--- src/hw/rtl/mlfd_pkg.sv ---
`timescale 1ns / 1ps
// Shared types and constants of the magic/length frame deframer.
// No dependencies; imported by the parser, the output register and the top level.
package mlfd_pkg;

  // Frame format
  localparam logic [7:0]  MagicByte0     = 8'h44;  // 'D'
  localparam logic [7:0]  MagicByte1     = 8'h45;  // 'E'
  localparam logic [7:0]  MagicByte2     = 8'h56;  // 'V'
  localparam int unsigned TrailerBytes   = 1;      // checksum bytes after payload, 1..4
  localparam logic [15:0] MaxLenReset    = 16'd255;

  // Body byte index: covers a full 16-bit length plus the trailer
  localparam int unsigned IdxWidth = 17;

  // Magic match progress
  localparam logic [1:0] HuntNone = 2'd0;
  localparam logic [1:0] HuntGotD = 2'd1;
  localparam logic [1:0] HuntGotE = 2'd2;

  typedef enum logic [1:0] {
    PhHunt = 2'd0,
    PhAddr = 2'd1,
    PhLen  = 2'd2,
    PhBody = 2'd3
  } phase_e;

  // One outgoing transaction
  typedef struct packed {
    logic        last;
    logic        is_trailer;
    logic [7:0]  data_byte;
    logic [15:0] payload_length;
    logic [15:0] source_address;
  } result_t;

endpackage

--- src/hw/rtl/mlfd_parser.sv ---
`timescale 1ns / 1ps
// Byte-level frame parser: magic hunt, header capture, body indexing.
// Depends on mlfd_pkg.
module mlfd_parser
  import mlfd_pkg::*;
(
  input  logic        clk_i,
  input  logic        rst_ni,
  input  logic        cfg_we_i,
  input  logic [15:0] cfg_data_i,
  input  logic        byte_take_i,
  input  logic [7:0]  byte_i,
  output logic        res_valid_o,
  output result_t     res_o
);

  localparam logic [IdxWidth:0] TrailerExt = (IdxWidth + 1)'(TrailerBytes);

  phase_e              phase_q, phase_d;
  logic [1:0]          hunt_q, hunt_d;
  logic                hdr_hi_q, hdr_hi_d;
  logic [15:0]         addr_q, addr_d;
  logic [15:0]         len_q, len_d;
  logic [IdxWidth-1:0] idx_q, idx_d;
  logic [15:0]         max_len_q;

  logic [15:0] full_len;
  logic        is_trailer;
  logic        is_last;

  // Position of the current body byte relative to payload and trailer
  assign full_len   = {byte_i, len_q[7:0]};
  assign is_trailer = idx_q >= {1'b0, len_q};
  assign is_last    = ({1'b0, idx_q} + 1'b1) >= ({2'b00, len_q} + TrailerExt);

  // Next state
  always_comb begin
    phase_d  = phase_q;
    hunt_d   = hunt_q;
    hdr_hi_d = hdr_hi_q;
    addr_d   = addr_q;
    len_d    = len_q;
    idx_d    = idx_q;
    if (byte_take_i) begin
      unique case (phase_q)
        PhHunt: begin
          // a mismatch drops the partial match without rechecking the byte
          priority if (byte_i == MagicByte0 && hunt_q == HuntNone) begin
            hunt_d = HuntGotD;
          end else if (byte_i == MagicByte1 && hunt_q == HuntGotD) begin
            hunt_d = HuntGotE;
          end else if (byte_i == MagicByte2 && hunt_q == HuntGotE) begin
            hunt_d   = HuntNone;
            hdr_hi_d = 1'b0;
            phase_d  = PhAddr;
          end else begin
            hunt_d = HuntNone;
          end
        end
        PhAddr: begin
          if (!hdr_hi_q) begin
            addr_d[7:0] = byte_i;
            hdr_hi_d    = 1'b1;
          end else begin
            addr_d[15:8] = byte_i;
            hdr_hi_d     = 1'b0;
            phase_d      = PhLen;
          end
        end
        PhLen: begin
          if (!hdr_hi_q) begin
            len_d[7:0] = byte_i;
            hdr_hi_d   = 1'b1;
          end else begin
            len_d[15:8] = byte_i;
            hdr_hi_d    = 1'b0;
            idx_d       = '0;
            // oversized frames are dropped here
            phase_d     = (full_len > max_len_q) ? PhHunt : PhBody;
          end
        end
        PhBody: begin
          if (is_last) begin
            phase_d = PhHunt;
          end else begin
            idx_d = idx_q + 1'b1;
          end
        end
        default: phase_d = PhHunt;
      endcase
    end
  end

  // Result for the byte being taken
  assign res_valid_o          = byte_take_i && (phase_q == PhBody);
  assign res_o.source_address = addr_q;
  assign res_o.payload_length = len_q;
  assign res_o.data_byte      = byte_i;
  assign res_o.is_trailer     = is_trailer;
  assign res_o.last           = is_last;

  // State registers
  always_ff @(posedge clk_i or negedge rst_ni) begin
    if (!rst_ni) begin
      phase_q   <= PhHunt;
      hunt_q    <= HuntNone;
      hdr_hi_q  <= 1'b0;
      addr_q    <= '0;
      len_q     <= '0;
      idx_q     <= '0;
      max_len_q <= MaxLenReset;
    end else begin
      phase_q  <= phase_d;
      hunt_q   <= hunt_d;
      hdr_hi_q <= hdr_hi_d;
      addr_q   <= addr_d;
      len_q    <= len_d;
      idx_q    <= idx_d;
      if (cfg_we_i) begin
        max_len_q <= cfg_data_i;
      end
    end
  end

endmodule

--- src/hw/rtl/mlfd_out_reg.sv ---
`timescale 1ns / 1ps
// Output register stage driving the master stream.
// Depends on mlfd_pkg.
module mlfd_out_reg
  import mlfd_pkg::*;
(
  input  logic    clk_i,
  input  logic    rst_ni,
  input  logic    res_valid_i,
  input  result_t res_i,
  output logic    room_o,
  output logic    valid_o,
  input  logic    ready_i,
  output result_t res_o
);

  logic    valid_q;
  result_t res_q;

  // Free now, or emptied by the transaction at this edge
  assign room_o  = !valid_q || ready_i;
  assign valid_o = valid_q;
  assign res_o   = res_q;

  always_ff @(posedge clk_i or negedge rst_ni) begin
    if (!rst_ni) begin
      valid_q <= 1'b0;
    end else if (room_o) begin
      valid_q <= res_valid_i;
    end
  end

  // Payload, no reset
  always_ff @(posedge clk_i) begin
    if (room_o && res_valid_i) begin
      res_q <= res_i;
    end
  end

endmodule

--- src/hw/rtl/magic_length_frame_deframer.sv ---
`timescale 1ns / 1ps
// Top level of the magic/length frame deframer.
// Depends on mlfd_pkg, mlfd_parser and mlfd_out_reg.

// Takes one byte per cycle on the slave stream while the output register has
// room, hunts for "DEV", reads a little-endian 16-bit address and 16-bit
// length, and forwards the payload and trailer bytes with tlast on the final
// trailer byte. Frames whose length exceeds max_payload_length (cfg port,
// reset 255) are dropped. Header bytes produce no output transaction.
// m_axis_tvalid_o rises in the cycle after an accepted body byte, through a
// single output register; s_axis_tready_o stays high whenever that register
// is empty or being drained, so bytes stream back to back at full rate.
module magic_length_frame_deframer
  import mlfd_pkg::*;
(
  input  logic        clk_i,
  input  logic        rst_ni,
  // configuration: max_payload_length
  input  logic        cfg_valid_i,
  output logic        cfg_ready_o,
  input  logic [15:0] cfg_data_i,
  // received bytes
  input  logic        s_axis_tvalid_i,
  output logic        s_axis_tready_o,
  input  logic [7:0]  s_axis_tdata_i,   // [7:0] rx_byte
  // frame bytes out
  output logic        m_axis_tvalid_o,
  input  logic        m_axis_tready_i,
  output logic [39:0] m_axis_tdata_o,   // [15:0] source_address, [31:16] payload_length,
                                        // [39:32] data_byte
  output logic        m_axis_tuser_o,   // [0] is_trailer
  output logic        m_axis_tlast_o
);

  logic    room;
  logic    byte_take;
  logic    res_valid;
  result_t res;
  result_t out_res;

  assign cfg_ready_o     = 1'b1;
  assign s_axis_tready_o = room;
  assign byte_take       = s_axis_tvalid_i && room;

  mlfd_parser u_parser (
    .clk_i       (clk_i),
    .rst_ni      (rst_ni),
    .cfg_we_i    (cfg_valid_i),
    .cfg_data_i  (cfg_data_i),
    .byte_take_i (byte_take),
    .byte_i      (s_axis_tdata_i),
    .res_valid_o (res_valid),
    .res_o       (res)
  );

  mlfd_out_reg u_out_reg (
    .clk_i       (clk_i),
    .rst_ni      (rst_ni),
    .res_valid_i (res_valid),
    .res_i       (res),
    .room_o      (room),
    .valid_o     (m_axis_tvalid_o),
    .ready_i     (m_axis_tready_i),
    .res_o       (out_res)
  );

  assign m_axis_tdata_o = {out_res.data_byte, out_res.payload_length, out_res.source_address};
  assign m_axis_tuser_o = out_res.is_trailer;
  assign m_axis_tlast_o = out_res.last;

endmodule

--- config.mk ---
export PLATFORM = sky130hd
export DESIGN_NAME = magic_length_frame_deframer
export DESIGN_NICKNAME = d
export VERILOG_FILES = /design/src/hw/rtl/mlfd_pkg.sv /design/src/hw/rtl/mlfd_parser.sv /design/src/hw/rtl/mlfd_out_reg.sv /design/src/hw/rtl/magic_length_frame_deframer.sv
export SDC_FILE = /design/constraint.sdc
export NUM_CORES = 1
export LEC_CHECK = 0
export BUFFER_PORTS_ARGS = -buffer_cell sky130_fd_sc_hd__buf_2
export CAP_MARGIN = 20
export CORE_MARGIN = 5
export CORE_UTILIZATION = 55
export CTS_CLUSTER_SIZE = 10
export DETAILED_ROUTE_END_ITERATION = 10
export GPL_TIMING_DRIVEN = 0
export PLACE_DENSITY = 0.87
export SETUP_SLACK_MARGIN = 0.1
export SYNTH_ARGS = -nofsm -noshare
export SYNTH_HDL_FRONTEND = slang
export SYNTH_SLANG_ARGS = --single-unit
--- constraint.sdc ---
create_clock -name clk_i -period 4.2 [get_ports clk_i]
set_input_delay 0.84 -clock clk_i [delete_from_list [all_inputs] [get_ports clk_i]]
set_output_delay 0.84 -clock clk_i [all_outputs]
set_load 0.05 [all_outputs]
-- After elaboration in Yosys (flattened, before gate mapping)
Index checks and enable logic that the tools add are counted.
- flip-flop bits (word level): 113
- output and inout bits: 45
- input bits: 29
- order comparisons: 3
- add/sub/neg operators: 3
- reduce and logical (&&, ||, !) cells: 21
- equality and inequality tests: 15
- bitwise gates (word level): 1
- mux-type cells: 18
- operators with widths (kind ; count):
    17-bit two-way mux ; 2
    17-bit case mux with 2 select lines ; 1
    8-bit by 7-bit equality test with 1-bit output (second input constant) ; 3
    17-bit by 1-bit adder with 18-bit output (second input constant) ; 1
    18-bit greater-or-equal comparator ; 1
    2-bit two-way mux ; 9
    16-bit by 1-bit adder with 17-bit output (second input constant) ; 1
    17-bit by 1-bit adder with 17-bit output (second input constant) ; 1
    17-bit by 16-bit greater-or-equal comparator with 1-bit output ; 1
    16-bit greater-than comparator ; 1
    3-bit AND reduction ; 4
    2-bit by 1-bit != test with 1-bit output (second input constant) ; 4
    2-bit case mux with 4 select lines ; 1
    7-bit AND reduction ; 1
    2-bit equality test (second input constant) ; 3
    1-bit logical AND ; 6
    2-bit != test (second input constant) ; 3
    5-bit AND reduction ; 1
    2-bit by 1-bit equality test with 1-bit output (second input constant) ; 2
    2-bit zero test ; 2
    1-bit two-way mux ; 4
    4-bit AND reduction ; 1
    2-bit nonzero test ; 2
    1-bit case mux with 2 select lines ; 1
    5 further kinds ; 5

-- Longest topological paths before layout
Gate-level depths: netlist of run 1.
- depth in word-level cells: 6
- mapped depth: 17
- depth with buffers taken out: 15

-- Cells and area by module
Synthesis of run 1 repeated with hierarchy kept, for this count alone.
- cells, all modules: 560
- area total of the unflattened synthesis: 6193.4 um^2
- by module, submodules not included (module ; instances ; area each (um^2) ; cells an instance):
    mlfd_parser ; 1 ; 4860.9 ; 511
    mlfd_out_reg ; 1 ; 1315.0 ; 46
    magic_length_frame_deframer ; 1 ; 17.5 ; 3

-- Worst setup path before layout of run 1
OpenSTA, ideal clock, no wires.
- kind: input-to-reg
- start point: input port m_axis_tready_i
- end point: register u_parser.idx_q[13]
- stages on the path: 11
- slack: 624 ps
- path buffers: 3
- data arrival time: 3494 ps
- data required time: 4117 ps
- cell sequence: nand2b_1 -> and2_1 -> clkbuf_1 -> nand2_1 -> inv_1 -> nand3_1 -> and3b_1 -> buf_6 -> buf_2 -> o21ai_0 -> o21ai_0
- word-level cells in the longest chain between the ends: 3
- ends and longest elaborated chain (item ; RTL line ; text):
    start: declaration ; magic_length_frame_deframer.sv:28 ; input logic m_axis_tready_i,
    1-bit logical OR ; mlfd_out_reg.sv:21 ; assign room_o = !valid_q || ready_i;
    1-bit logical AND ; magic_length_frame_deframer.sv:43 ; assign byte_take = s_axis_tvalid_i && room;
    4-bit AND reduction (no line) ; - ;
    end signal: assignment ; mlfd_parser.sv:118 ; idx_q <= idx_d;
    end: declaration ; mlfd_parser.sv:24 ; logic [IdxWidth-1:0] idx_q, idx_d;
No other way between the ends.
A chain may end at the register's enable or synchronous reset.

==> metrics list, run 1 <==
- After detailed placement, the design holds a cell count of 706.
* Power density over the cells: 681 mW/mm^2
- Of the post-synthesis cell area, the dominant cell type holds 27.1%.
- Endpoint of the most critical setup path: u_parser.idx_q[15]
- Yosys mapped a number of flops with a built-in enable equal to 42.
- The die covers 0.0127 sq mm.
- Die outline width: 113 um
* Num rows: 37
* Post-synthesis sequential element count: 113
- Setup fix buffers added after clock tree synthesis: 0
- By startpoint and endpoint, the worst setup path is classified as reg2reg.
- Critical Path AT: 4.24 ns
* Cell area after synthesis: 0.00581 sq mm
- The final hold violation count came to 0.
- Detailed routing inserted a total of 4303 vias.
- OpenSTA, run right after detailed placement, puts the worst setup slack at 0.338 ns.
- Clock buffers created by TritonCTS: 17
- Nets in the synthesized netlist: 582
* TritonRoute pass-1 iters: 5
* Number of buffers inserted by port buffering: 72
* Routability cong.: 0.875
* Total global-route track usage: 22.0%
- Wires add up to 13400 um.
- Fmax achieved: 0.261 GHz
- The number of global-route vias before repair is 4427.
- CTS resizes: 0
- Share of the cycle needed by the critical path after routing: 91.3%
- Run status: finished clean
- Dividing the detail-routed wire length by the instance count gives 18.1 um.
- Static Leakage: 3.16 nW
- Top metal layer carrying routed signals: met4
- Peak ir drop on the vdd network: 0.000381 V
- Primary flip-flop cell chosen by synthesis mapping: dfrtp_1
- Worst-case clock skew: 0.00701 ns
* Boundary pin count: 74
* Routed length on met1: 5680 um
- Yosys printed 0 warnings.
- Setup repair after global routing missed its margin: false
- After floorplanning, the core was sized to cover 0.0103 sq mm.
- HP Class: in2async
- Wire segments on met2 add up to 6590 um in the final route.
* Routed wl met3: 823 um
- The tree is rooted in a clkbuf_8.
* Number of antenna violations at the first check in global routing: 1
- Total Negative Setup Slacks: 0 ns
* Total half-perimeter wirelength after legalization and detailed placement: 9270 um
* Sum of overflow across all layers after global routing: 0
- Clock transition at the register clock pins on the worst setup and hold paths after CTS: 0.06 ns
- The first global-routing pass estimated 22000 um of wire.
* Final setup slack of the worst path: 0.366 ns
- The completed layout was analyzed and its total power is 4.74 mW.
- Data on the critical path is required at its endpoint by 4.61 ns.
* Async set-or-reset flop fraction in the synthesized netlist: 62.8%
* Setup-violating endpoint count in the final report: 0
* Shortest period the worst path allows: 3.83 ns
- Leading post-synthesis cells by cell area: dfrtp_1 (27%), edfxtp_1 (22%), ha_1 (12%), mux2_2 (6.6%), xnor2_1 (3.8%)
- Max Fanout on Critical Path: 10
- Sequential elements use 52.4% of the synthesized area.
* Max-slew violation total from the final report: 0
- Post-synthesis instance total: 498
- Slew margin rel.: 38.1%
- Sink count of the clock tree: 113
- H-tree depth: 4
- Initial Utilization: 56.3%
* Number of different library cells in the post-synthesis netlist: 52
- Via/cell ratio: 5.82
- In this run, post-CTS hold repair placed 0 buffers.
* Area growth from synthesis to final layout: 19.6%
* Critical path endpoint category: register
- Deepest clock path buffer count: 2
- Crit start category: register
* Slack of the worst reg-to-reg path: 0.37 ns
- Entering global routing, the biggest net connects 72 pins.
- # DRC: 0
- Fraction of layout cells with a size suffix above 1: 26.2%
- Summed over all instances, the cell type with the most area after synthesis is dfrtp_1.
- Critical register-to-register path startpoint: u_parser.len_q[2]
* Measured slew at the worst slew-check pin: 0.928 ns
- In this run the critical register-to-register path is captured at u_parser.idx_q[15].
- In this run the remaining antenna-violating nets after routing total 0.
- Register-to-Register Path Depth: 16
- TritonCTS clock tree: done
- A synthesized cell averages 11.7 sq um.
- The first routing iteration left 230 violations.
- Clock latency of the later-clocked register in the worst-skew pair: 0.52 ns
- Leaving out filler cells and counting taps, the final layout contains 739.
* Die span in y: 113 um
- The final layout contains 673 nets.
* Max-capacitance violation count: 0
- The critical path starts at u_parser.len_q[2].
-- power by group --
part,switching (mW),internal [mW],total (mW)
clock network,0.538,0.911,1.45
registers,0.251,1.50,1.75
logic,0.956,0.584,1.54
-- final cells by class --
class	count	area [sq um]
Clock buffer	18	418
Multi-Input combinational cell	334	2570
Timing Repair Buffer	72	363
Buffer	10	52.6
Antenna cell	1	2.50
Fill cell	729	3370
Clock inverter	14	179
Tap cell	136	170
Sequential cell	113	3050
Inverter	41	154
-- Yosys cell counts, types with 2 or more instances --
| cell type | n |
|---|---|
| nand3_2 | 2 |
| nor2b_1 | 7 |
| edfxtp_1 | 42 |
| a31oi_1 | 3 |
| dfrtp_1 | 63 |
| mux2_2 | 34 |
| nand3_1 | 20 |
| and2_1 | 4 |
| o211ai_1 | 3 |
| clkbuf_1 | 5 |
| a21oi_1 | 14 |
| a211oi_1 | 3 |
| a221o_1 | 3 |
| o21ai_0 | 31 |
| and3b_1 | 2 |
| nand2_1 | 36 |
| nand2b_1 | 3 |
| nand4_1 | 15 |
| nor2_1 | 20 |
| buf_2 | 2 |
| dfstp_2 | 8 |
| a21o_1 | 8 |
| xnor2_1 | 25 |
| xor2_1 | 2 |
| or2_2 | 2 |
| ha_1 | 55 |
| nor3_1 | 7 |
| inv_1 | 41 |
| and3_1 | 5 |
| a22o_1 | 11 |
-- flip-flops by register name, indices dropped and copies added, names as in the netlist --
signal,cells
u_parser.idx_q,17
u_parser.hunt_q,2
u_out_reg.res_o,42
u_parser.hdr_hi_q,1
u_out_reg.valid_o,1
u_parser.phase_q,2
u_parser.len_q,16
u_parser.addr_q,16
u_parser.max_len_q,16
-- critical path, cell delays in order, from the launching register on --
cell and delay (ns):
dfrtp_1 0.51, nand3_1 0.15, nor2_1 0.20, nand2_1 0.12, nor4_2 0.33, nor2b_1 0.27, nand2_1 0.09, xnor2_1 0.15
ha_1 0.32, a211oi_1 0.21, o21ai_0 0.11, o211ai_1 0.15, a21bo_2 0.20, nand3_1 0.15, a21o_1 0.31, buf_2 0.23
a22o_1 0.21
-- worst min path at each step --
stage / depth (start not counted) / slack (ns) / end / from
3_5_place_dp: 0 / 0.43 / u_out_reg.res_o[2] / u_parser.addr_q[2]
5_1_grt: 0 / 0.45 / u_out_reg.res_o[5] / u_parser.addr_q[5]
4_1_cts: 0 / 0.44 / u_out_reg.res_o[5] / u_parser.addr_q[5]
2_1_floorplan: 0 / 0.42 / u_out_reg.res_o[0] / u_parser.addr_q[0]
6_report: 1 / 0.44 / u_parser.max_len_q[10] / rst_ni
3_3_place_gp: 0 / 0.42 / u_out_reg.res_o[8] / u_parser.addr_q[8]
-- placed cells by master, fill, tap and decap left out, types with 4 or more instances in the layout --
| cell | Yosys | layout |
|---|---|---|
| and2_1 | 4 | 4 |
| edfxtp_1 | 42 | 42 |
| a22o_1 | 11 | 11 |
| mux2_2 | 34 | 34 |
| ha_1 | 55 | 55 |
| xnor2_1 | 25 | 25 |
| nand4_1 | 15 | 15 |
| a21o_1 | 8 | 8 |
| clkbuf_1 | 5 | 6 |
| and3_1 | 5 | 5 |
| o21ai_0 | 31 | 31 |
| inv_1 | 41 | 40 |
| dfstp_2 | 8 | 8 |
| nor2b_1 | 7 | 7 |
| nor3_1 | 7 | 7 |
| inv_6 | 0 | 4 |
| nor2_1 | 20 | 20 |
| clkbuf_16 | 0 | 16 |
| a21oi_1 | 14 | 14 |
| dfrtp_1 | 63 | 63 |
| nand2_1 | 36 | 36 |
| buf_2 | 2 | 73 |
| nand3_1 | 20 | 20 |
-- stage by stage --
step / area, sq um / hold slack [ns] / utilization, %
floorplan: 5810 / 0.419 / -
detailed placement: 6350 / 0.429 / 61.5
global placement: 6340 / 0.425 / 61.5
finish: 6950 / 0.440 / 67.3
global route: 6950 / 0.450 / 67.3
CTS: 6940 / 0.443 / 67.3
-- routing by layer --
layer,vias to the layer above,global-route usage (%)
li1,1984,-
met4,0,8.49
met5,-,0
met3,30,5.29
met1,2127,27.6
met2,162,36.8
-- kinds of logic after synthesis --
kind of cell,after synthesis,synth area share [%]
flip-flops,113,52.4
AO/OA/AOI/OAI,85,9.51
buffers and inverters,51,3.55
AND/OR/NAND/NOR,131,11.8
adder cells (fa/ha/maj),55,11.8
multiplexers,35,6.76
other,1,0.0645
XOR/XNOR,27,4.07
No activity file was read; power rests on OpenSTA's default activity.
==> run 2: changes to the inputs <==
--- a/config.mk
+++ b/config.mk
@@ -13,6 +13,8 @@
 export DETAILED_ROUTE_END_ITERATION = 10
 export GPL_TIMING_DRIVEN = 0
 export PLACE_DENSITY = 0.87
+export RECOVER_POWER = 25
+export REMOVE_ABC_BUFFERS = 1
 export SETUP_SLACK_MARGIN = 0.1
 export SYNTH_ARGS = -nofsm -noshare
 export SYNTH_HDL_FRONTEND = slang
==> run 2 against run 1 <==
Net effect: the flow now finishes with violations (max-capacitance violations, max-slew violations); final area decreased by 1.2%; sequential share of layout area rose by 0.54 points; wire length is 2.0% higher; combinational power about the same; first-iteration DRC count down 5.7%; count of clock-buffer cells in the layout increased by 3; utilization is 0.82 points lower; maximum frequency decreased by 0.77%; power decreased by 0.74%; via count fell by 1.7%; die area unchanged; flip-flop and latch count unchanged; critical path type unchanged; largest power group unchanged; highest routed layer unchanged.
==> metrics list, run 2 (synthesized netlist as in run 1, its figures left out) <==
- The detailed placement HPWL came to 9310 um (+0.38%).
- The starting utilization of the core area came to 56.3% (unchanged).
- Wire per inst: 18.8 um (+3.6%)
- The count of buffering cells on the critical path with inverters included is 0 (-1).
- The pin slew with the least headroom to its limit came to 1.75 ns (+0.819 ns).
* Sequential cell fraction of total power: 37.8% (+0.9 points)
* Sink count of the clock tree: 113 (unchanged)
- The number of buffers created by CTS came to 17 (unchanged).
- Num rows: 37 (unchanged)
- TritonRoute pass-1 iters: 5 (unchanged)
* Filler instances: 735 (+0.82%)
- Clock latency of the later-clocked register in the worst-skew pair: 0.52 ns (about the same)
* Die area: 0.0127 sq mm (unchanged)
- Clock network fraction of design power: 30.1% (-0.5 points)
* Clock transition at the register clock pins on the worst setup and hold paths after CTS: 0.06 ns (about the same)
- Max FFs per register: 42 (unchanged)
* Vias in the first global route: 4569 (+3.2%)
* Net Switching: 1.76 mW (+0.58%)
* Number of antenna violations at the first check in global routing: 0 (-1)
- The area growth from synthesis to layout is 18.1%.
- The fraction of power spent switching nets was 37.3% (+0.49 points).
* Die span in y: 113 um (unchanged)
* Internal power of the cells: 2.95 mW (-1.5%)
* Antenna diodes: 0 (-1)
* Most common cell after layout, fill and taps aside: dfrtp_1
* Peak ir drop on the vdd network: 0.000359 V (-5.9%)
* Setup fix buffers added after clock tree synthesis: 0 (unchanged)
* TritonCTS clock tree: done
* Violated checks: max-capacitance violations, max-slew violations
- The top cell types in the final layout, fill and taps aside, are dfrtp_1 (63), buf_2 (62), ha_1 (55).
* HP Class: reg2reg
* Hold Vio Cnt, Final: 0 (unchanged)
- The worst slew margin relative to its limit came to -16.4% (-54 points).
- The power density normalized to cell area is 685 mW/mm^2 (+0.49%).
- Die outline width: 113 um (unchanged)
* Post-route antenna net violation count: 0 (unchanged)
- The core area was 0.0103 sq mm (unchanged).
* Critical-path cell with the highest stage delay: dfrtp_1
- The final design utilization is 66.5% (-0.82 points).
- The total routing resource utilization after global routing is 22.6% (+0.66 points).
- Total routed wirelength: 13700 um (+2.0%)
- Max-slew violation total from the final report: 72 (+72)
- # DRC: 0 (unchanged)
- The number of buffers between clock root and the deepest sink was 2 (unchanged).
- CTS root buffer: clkbuf_8
* Setup-violating endpoint count in the final report: 0 (unchanged)
- Max-capacitance violation count: 1 (+1)
- The largest clock skew in the final design came to 0.0114 ns (+0.00441 ns).
* Nets: 663 (-1.5%)
* Run status: finished, violations left
* Critical Path AT: 4.26 ns (+0.02 ns)
- Fraction of layout cells with a size suffix above 1: 24.2% (-2.1 points)
- Static Leakage: 3.10 nW (-2.0%)
* Kind of critical path: reg2reg
* Largest stage delay on the critical path: 0.43 ns (-0.08 ns)
- The maximum net fanout on the critical path is 15 (+5).
- Count of hold-fix buffers inserted at cts: 0 (unchanged)
- Shortest period the worst path allows: 3.86 ns (+0.0296 ns)
* Cell family with the largest share of critical-path delay: compound AO/OA/AOI/OAI gates
- The maximum number of pins on one net before global-route repair was 72 (unchanged).
- The final weighted congestion in routability-driven placement was 0.930 (+6.3%).
- Via Count: 4230 (-1.7%)
- Critical path endpoint category: register
- Detailed router's first-iteration violation count: 217 (-5.7%)
- The final sum of negative setup slack came to 0 ns (unchanged).
- The required time of the critical path came to 4.60 ns (about the same).
- H-tree depth: 4 (unchanged)
- The part of the power in combinational logic is 32.2% (-0.3 points).
- The wire length of the first global-routing pass was 22500 um (+2.7%).
- The mean number of vias per cell was 5.81 (-0.21%).
* Fmax achieved: 0.259 GHz (-0.77%)
* Ordered list of cells on the worst path: ha_1 > nand2_1 > nor2_1 > nand3_1 > xnor2_1 > ha_1 > nand4_1 > nor2_1 > a21o_1 > o311ai_1 > nand3_1 > a21o_1 > a221o_1
- The post-route fraction of the period consumed by the critical path came to 92.0% (+0.71 points).
* Boundary pin count: 74 (unchanged)
- Crit start category: register
* Sum of overflow across all layers after global routing: 0 (unchanged)
- The number of gates resized after CTS is 0 (unchanged).
* Setup repair after global routing missed its margin: false
- Number of buffers inserted by port buffering: 72 (unchanged)
[run 2: changes by cell type in the layout (fill, tap and decap cells not counted)]
cell | before | now
diode_2 | 1 | 0
inv_6 | 4 | 2
buf_2 | 73 | 62
bufinv_16 | 3 | 2
buf_4 | 2 | 0
clkbuf_1 | 6 | 11
clkbuf_8 | 1 | 3
buf_6 | 1 | 0
[run 2: metrics by stage]
| step | power, mW | hold slack [ns] | instance area, sq um | instances | setup WS [ns] |
|---|---|---|---|---|---|
| global route | 4.96 | 0.458 | 6870 | 728 | 0.105 |
| finish | 4.70 | 0.445 | 6870 | 728 | 0.337 |
| floorplan | 2.82 | 0.419 | 5760 | 488 | 0.609 |
| detailed placement | 3.26 | 0.432 | 6290 | 696 | 0.312 |
| CTS | 4.71 | 0.446 | 6880 | 728 | 0.280 |
| global placement | 3.17 | 0.425 | 6290 | 696 | 0.194 |
[run 2: worst register-to-register path, delay by kind of cell, from the launching register on]
| kind | cells | cell delay (ns) |
|---|---|---|
| XOR/XNOR | 1 | 0.30 |
| AND/OR/NAND/NOR | 6 | 1.11 |
| adder cells (fa/ha/maj) | 2 | 0.59 |
| flip-flops | 1 | 0.43 |
| AO/OA/AOI/OAI | 4 | 1.33 |
[run 2: path summary, 6_finish.rpt]
check | from | to | slack (ns) | cells after the start
max in group asynchronous | rst_ni | u_parser.idx_q[8] | 2.38 | 1
worst max-delay path | u_parser.idx_q[0] | u_parser.idx_q[3] | 0.34 | 13
worst max register to register | u_parser.idx_q[0] | u_parser.idx_q[3] | 0.34 | 13
worst min register to register | u_parser.addr_q[10] | u_out_reg.res_o[10] | 0.45 | 0
min in group asynchronous | rst_ni | u_parser.max_len_q[9] | 0.79 | 1
worst min-delay path | u_parser.addr_q[10] | u_out_reg.res_o[10] | 0.45 | 0
[run 2: power by group through the flow]
| stage | clock [mW] | sequential (mW) | combinational, mW |
|---|---|---|---|
| final | 1.41 | 1.78 | 1.51 |
| after global routing | 1.48 | 1.81 | 1.67 |
| after CTS | 1.43 | 1.77 | 1.51 |
| after detailed placement | 0 | 1.78 | 1.48 |
| after global placement | 0 | 1.76 | 1.41 |
| after floorplan | 0 | 1.94 | 0.881 |
[run 2: per-layer routing]
layer | wire length [um] | global-route usage [%] | share of wire [%]
met1 | 5430 | 26.9 | 40
met2 | 7040 | 39.1 | 52
met3 | 916 | 4.97 | 6.7
met4 | 276 | 10.4 | 2.0
met5 | 0 | 0 | 0
[run 2: area by class of cell]
cell class	instances	area, sq um	share of cell area, %
sequential	113	3050	44.4
multi-input combinational	334	2570	37.4
clock buffer	21	449	6.54
timing repair buffer	72	349	5.08
tap	136	170	2.48
inverter	41	154	2.24
clock inverter	11	131	1.91
==> run 3: changes to the inputs <==
--- a/config.mk
+++ b/config.mk
@@ -7,12 +7,14 @@
 export LEC_CHECK = 0
 export BUFFER_PORTS_ARGS = -buffer_cell sky130_fd_sc_hd__buf_2
 export CAP_MARGIN = 20
+export CELL_PAD_IN_SITES_DETAIL_PLACEMENT = 1
+export CELL_PAD_IN_SITES_GLOBAL_PLACEMENT = 1
 export CORE_MARGIN = 5
-export CORE_UTILIZATION = 55
+export CORE_UTILIZATION = 47
 export CTS_CLUSTER_SIZE = 10
 export DETAILED_ROUTE_END_ITERATION = 10
 export GPL_TIMING_DRIVEN = 0
-export PLACE_DENSITY = 0.87
+export PLACE_DENSITY = 0.92
 export RECOVER_POWER = 25
 export REMOVE_ABC_BUFFERS = 1
 export SETUP_SLACK_MARGIN = 0.1
==> run 3 against run 2 <==
Net effect: the run still ends with max-capacitance violations, max-slew violations left; sequential power about the same; flip-flop and latch count unchanged; clock power up 13%; utilization down 8.5 points; register-to-register slack better by 0.06 ns; critical endpoint unchanged; largest power group unchanged; highest routed layer unchanged.
==> metrics list, run 3 (synthesized netlist as in run 1, its figures left out) <==
* Run status: finished, violations left
- The checks that failed: max-capacitance violations, max-slew violations.
- The min-delay analysis places its worst path in the category reg2reg.
- Switching share of power: 37.3% (about the same)
- The setup slack at placement is 0.217 ns (-0.0946 ns).
* Via Count: 4380 (+3.5%)
- Via/cell ratio: 5.77 (-0.68%)
* Clock transition at the register clock pins on the worst setup and hold paths after CTS: 0.06 ns (about the same)
* Initial Utilization: 48.2% (-8.1 points)
* Worst hold path depth: 0 (unchanged)
- The DRC violations left was 0 (unchanged).
- The total internal power was 3.15 mW (+7.0%).
- The number of diodes added for antenna fixing is 0 (unchanged).
- Ordered list of cells on the worst path: inv_1 > nor2_1 > nand2_1 > nor4_4 > nor2b_1 > nand2_1 > xnor2_1 > ha_1 > a211oi_1 > o21ai_0 > o211ai_1 > a21bo_2 > nand3_1 > a21o_2 > a221o_1
- Worst Min Path Start: u_parser.addr_q[0]
- Nets: 663 (unchanged)
- Post-route antenna net violation count: 0 (unchanged)
* Slew margin rel.: -21.7% (-5.3 points)
* Sum of overflow across all layers after global routing: 0 (unchanged)
- The reported leakage power is 3.13 nW (+1.2%).
- Most common cell after layout, fill and taps aside: dfrtp_1
* TritonRoute pass-1 iters: 5 (unchanged)
* Filler instances: 1279 (+74%)
- Fmax achieved: 0.263 GHz (+1.6%)
- Largest net degree at the start of global routing: 72 (unchanged)
- Setup repair after global routing left no endpoint under its margin.
- Clock buffers created by TritonCTS: 17 (unchanged)
- Critical Path AT: 4.10 ns (-0.16 ns)
* Number of buffers inserted by port buffering: 72 (unchanged)
- Kind of critical path: reg2reg
- Shortest period the worst path allows: 3.80 ns (-0.0600 ns)
* Total global-route track usage: 24.4% (+1.8 points)
* Logic pwr share: 32.8% (+0.6 points)
- Max-capacitance violation count: 1 (unchanged)
- Sequential cell fraction of total power: 35.4% (-2.4 points)
- The number of buffers between clock root and the deepest sink was 2 (unchanged).
* H-tree depth: 4 (unchanged)
* Die span in y: 121 um (+7.5%)
- Measured slew at the worst slew-check pin: 1.83 ns (+0.0789 ns)
- Power density over the cells: 719 mW/mm^2 (+5.0%)
- Sink count of the clock tree: 113 (unchanged)
* Crit path from: u_parser.len_q[5]
- WHS Endpoint: u_out_reg.res_o[0]
- CTS placed an instance of clkbuf_16 at the clock tree root.
* Most frequent cells in the layout: dfrtp_1 (63), buf_2 (62), ha_1 (55)
* Area growth from synthesis to final layout: 20.3%
- The number of buffers inserted to repair setup after CTS came to 0 (unchanged).
* Core area: 0.0121 sq mm (+17%)
- The clock latency on the worst-skew pair was 0.42 ns (-0.10 ns).
- The number of DRC markers in iteration 0 came to 293 (+35%).
* Die outline width: 121 um (+7.5%)
* Vias in the first global route: 5003 (+9.5%)
- First-pass GRT wire length: 27200 um (+21%)
- The final weighted congestion in routability-driven placement is 0.857 (-7.8%).
- Max Fanout on Critical Path: 15 (unchanged)
* Total half-perimeter wirelength after legalization and detailed placement: 10900 um (+17%)
* Max-slew violation total from the final report: 72 (unchanged)
- Net Switching: 1.88 mW (+7.0%)
* Die area: 0.0147 sq mm (+15%)
- Final setup slack of the worst path: 0.396 ns (+0.0600 ns)
- Critical register-to-register path startpoint: u_parser.len_q[5]
- Num rows: 40 (+8.1%)
* Slack of the worst reg-to-reg path: 0.40 ns (+0.06 ns)
- The worst stage delay on the critical path came to 0.52 ns (+0.09 ns).
* Crit start category: register
* Capture instance of the worst register-to-register path: u_parser.idx_q[3]
- The worst setup path is captured at a register.
* Hold Vio Cnt, Final: 0 (unchanged)
- Max FFs per register: 42 (unchanged)
* Setup-violating endpoint count in the final report: 0 (unchanged)
- Total Negative Setup Slacks: 0 ns (unchanged)
- The peak supply drop is 0.000295 V (-18%).
- The largest clock skew in the final design was 0.00812 ns (-0.00330 ns).
- The initial antenna violation count is 0 (unchanged).
* Total routed wirelength: 16800 um (+23%)
- The number of cell instances on the worst register-to-register path came to 15 (+2).
- TritonCTS built the clock tree.
- Critical-path cell with the highest stage delay: dfrtp_1
- The routed length per placed instance is 22.1 um (+18%).
- The number of I/O pins came to 74 (unchanged).
* Fraction of layout cells with a size suffix above 1: 25.0% (+0.89 points)
- The post-route fraction of the period consumed by the critical path was 90.6% (-1.4 points).
- The required time of the critical path was 4.50 ns (-0.10 ns).
- Most frequent cell on the critical path: nand2_1
- The relative contribution of the clock network to total power came to 31.8% (+1.7 points).
## run 3: changes by cell type in the layout (fill, tap and decap cells not counted), moves of 2 or more
cell / previous run / this run
bufinv_16: 2 / 5
clkbuf_8: 3 / 1
clkinv_4: 3 / 1
clkbuf_1: 11 / 9
## run 3: power groups by stage
stage | Clock [mW] | Combinational [mW] | Sequential, mW
floorplan | 0 | 0.881 | 1.94
global placement | 0 | 1.42 | 1.75
detailed placement | 0 | 1.54 | 1.78
CTS | 1.61 | 1.64 | 1.78
global route | 1.67 | 1.80 | 1.81
finish | 1.60 | 1.65 | 1.78
## run 3: per-layer routing
metal | wire length (um) | global-route usage (%) | up-vias
met2 | 8830 | 43.9 | 155
li1 | - | - | 1957
met5 | 0 | 0 | -
met3 | 835 | 5.08 | 53
met1 | 6560 | 27.9 | 2215
met4 | 548 | 11.0 | 0
## run 3: what timing repair did
item,4_1_cts,5_1_grt
hold buffers,0,0
pin swaps,0,0
gates resized for setup,1,5
endpoints found under the setup margin,4,17
## run 3: how the worst max path moves through the flow
stage,endpoint,slack (ns)
floorplan,u_parser.idx_q[2],0.61
global placement,u_parser.idx_q[2],0.20
detailed placement,u_parser.idx_q[3],0.22
CTS,u_parser.idx_q[3],0.21
global route,u_parser.idx_q[2],0.11
finish,u_parser.idx_q[3],0.40
## run 3: area by class of cell
cell class,instances,area [sq um],share of cell area [%]
clock buffer,18,439,6.28
inverter,41,154,2.20
sequential,113,3050,43.6
multi-input combinational,334,2590,37.0
clock inverter,13,209,2.99
timing repair buffer,72,349,4.99
tap,168,210,3.00
## run 3: metrics by stage
stage | hold WS [ns] | power, mW | util (%) | cell area [sq um] | std cells
5_1_grt | 0.453 | 5.28 | 58.0 | 7000 | 759
3_3_place_gp | 0.425 | 3.17 | 52.5 | 6330 | 728
6_report | 0.442 | 5.03 | 58.0 | 7000 | 759
2_1_floorplan | 0.419 | 2.82 | - | 5760 | 488
3_5_place_dp | 0.428 | 3.32 | 52.5 | 6330 | 728
4_1_cts | 0.442 | 5.03 | 57.9 | 6990 | 759
## run 3: worst max-delay path: cells and delay by family (launching register included)
family / cells / cell delay [ns]
AO/OA/AOI/OAI: 6 / 1.35
XOR/XNOR: 1 / 0.15
adder cells (fa/ha/maj): 1 / 0.32
buffers and inverters: 1 / 0.13
flip-flops: 1 / 0.52
AND/OR/NAND/NOR: 6 / 1.19
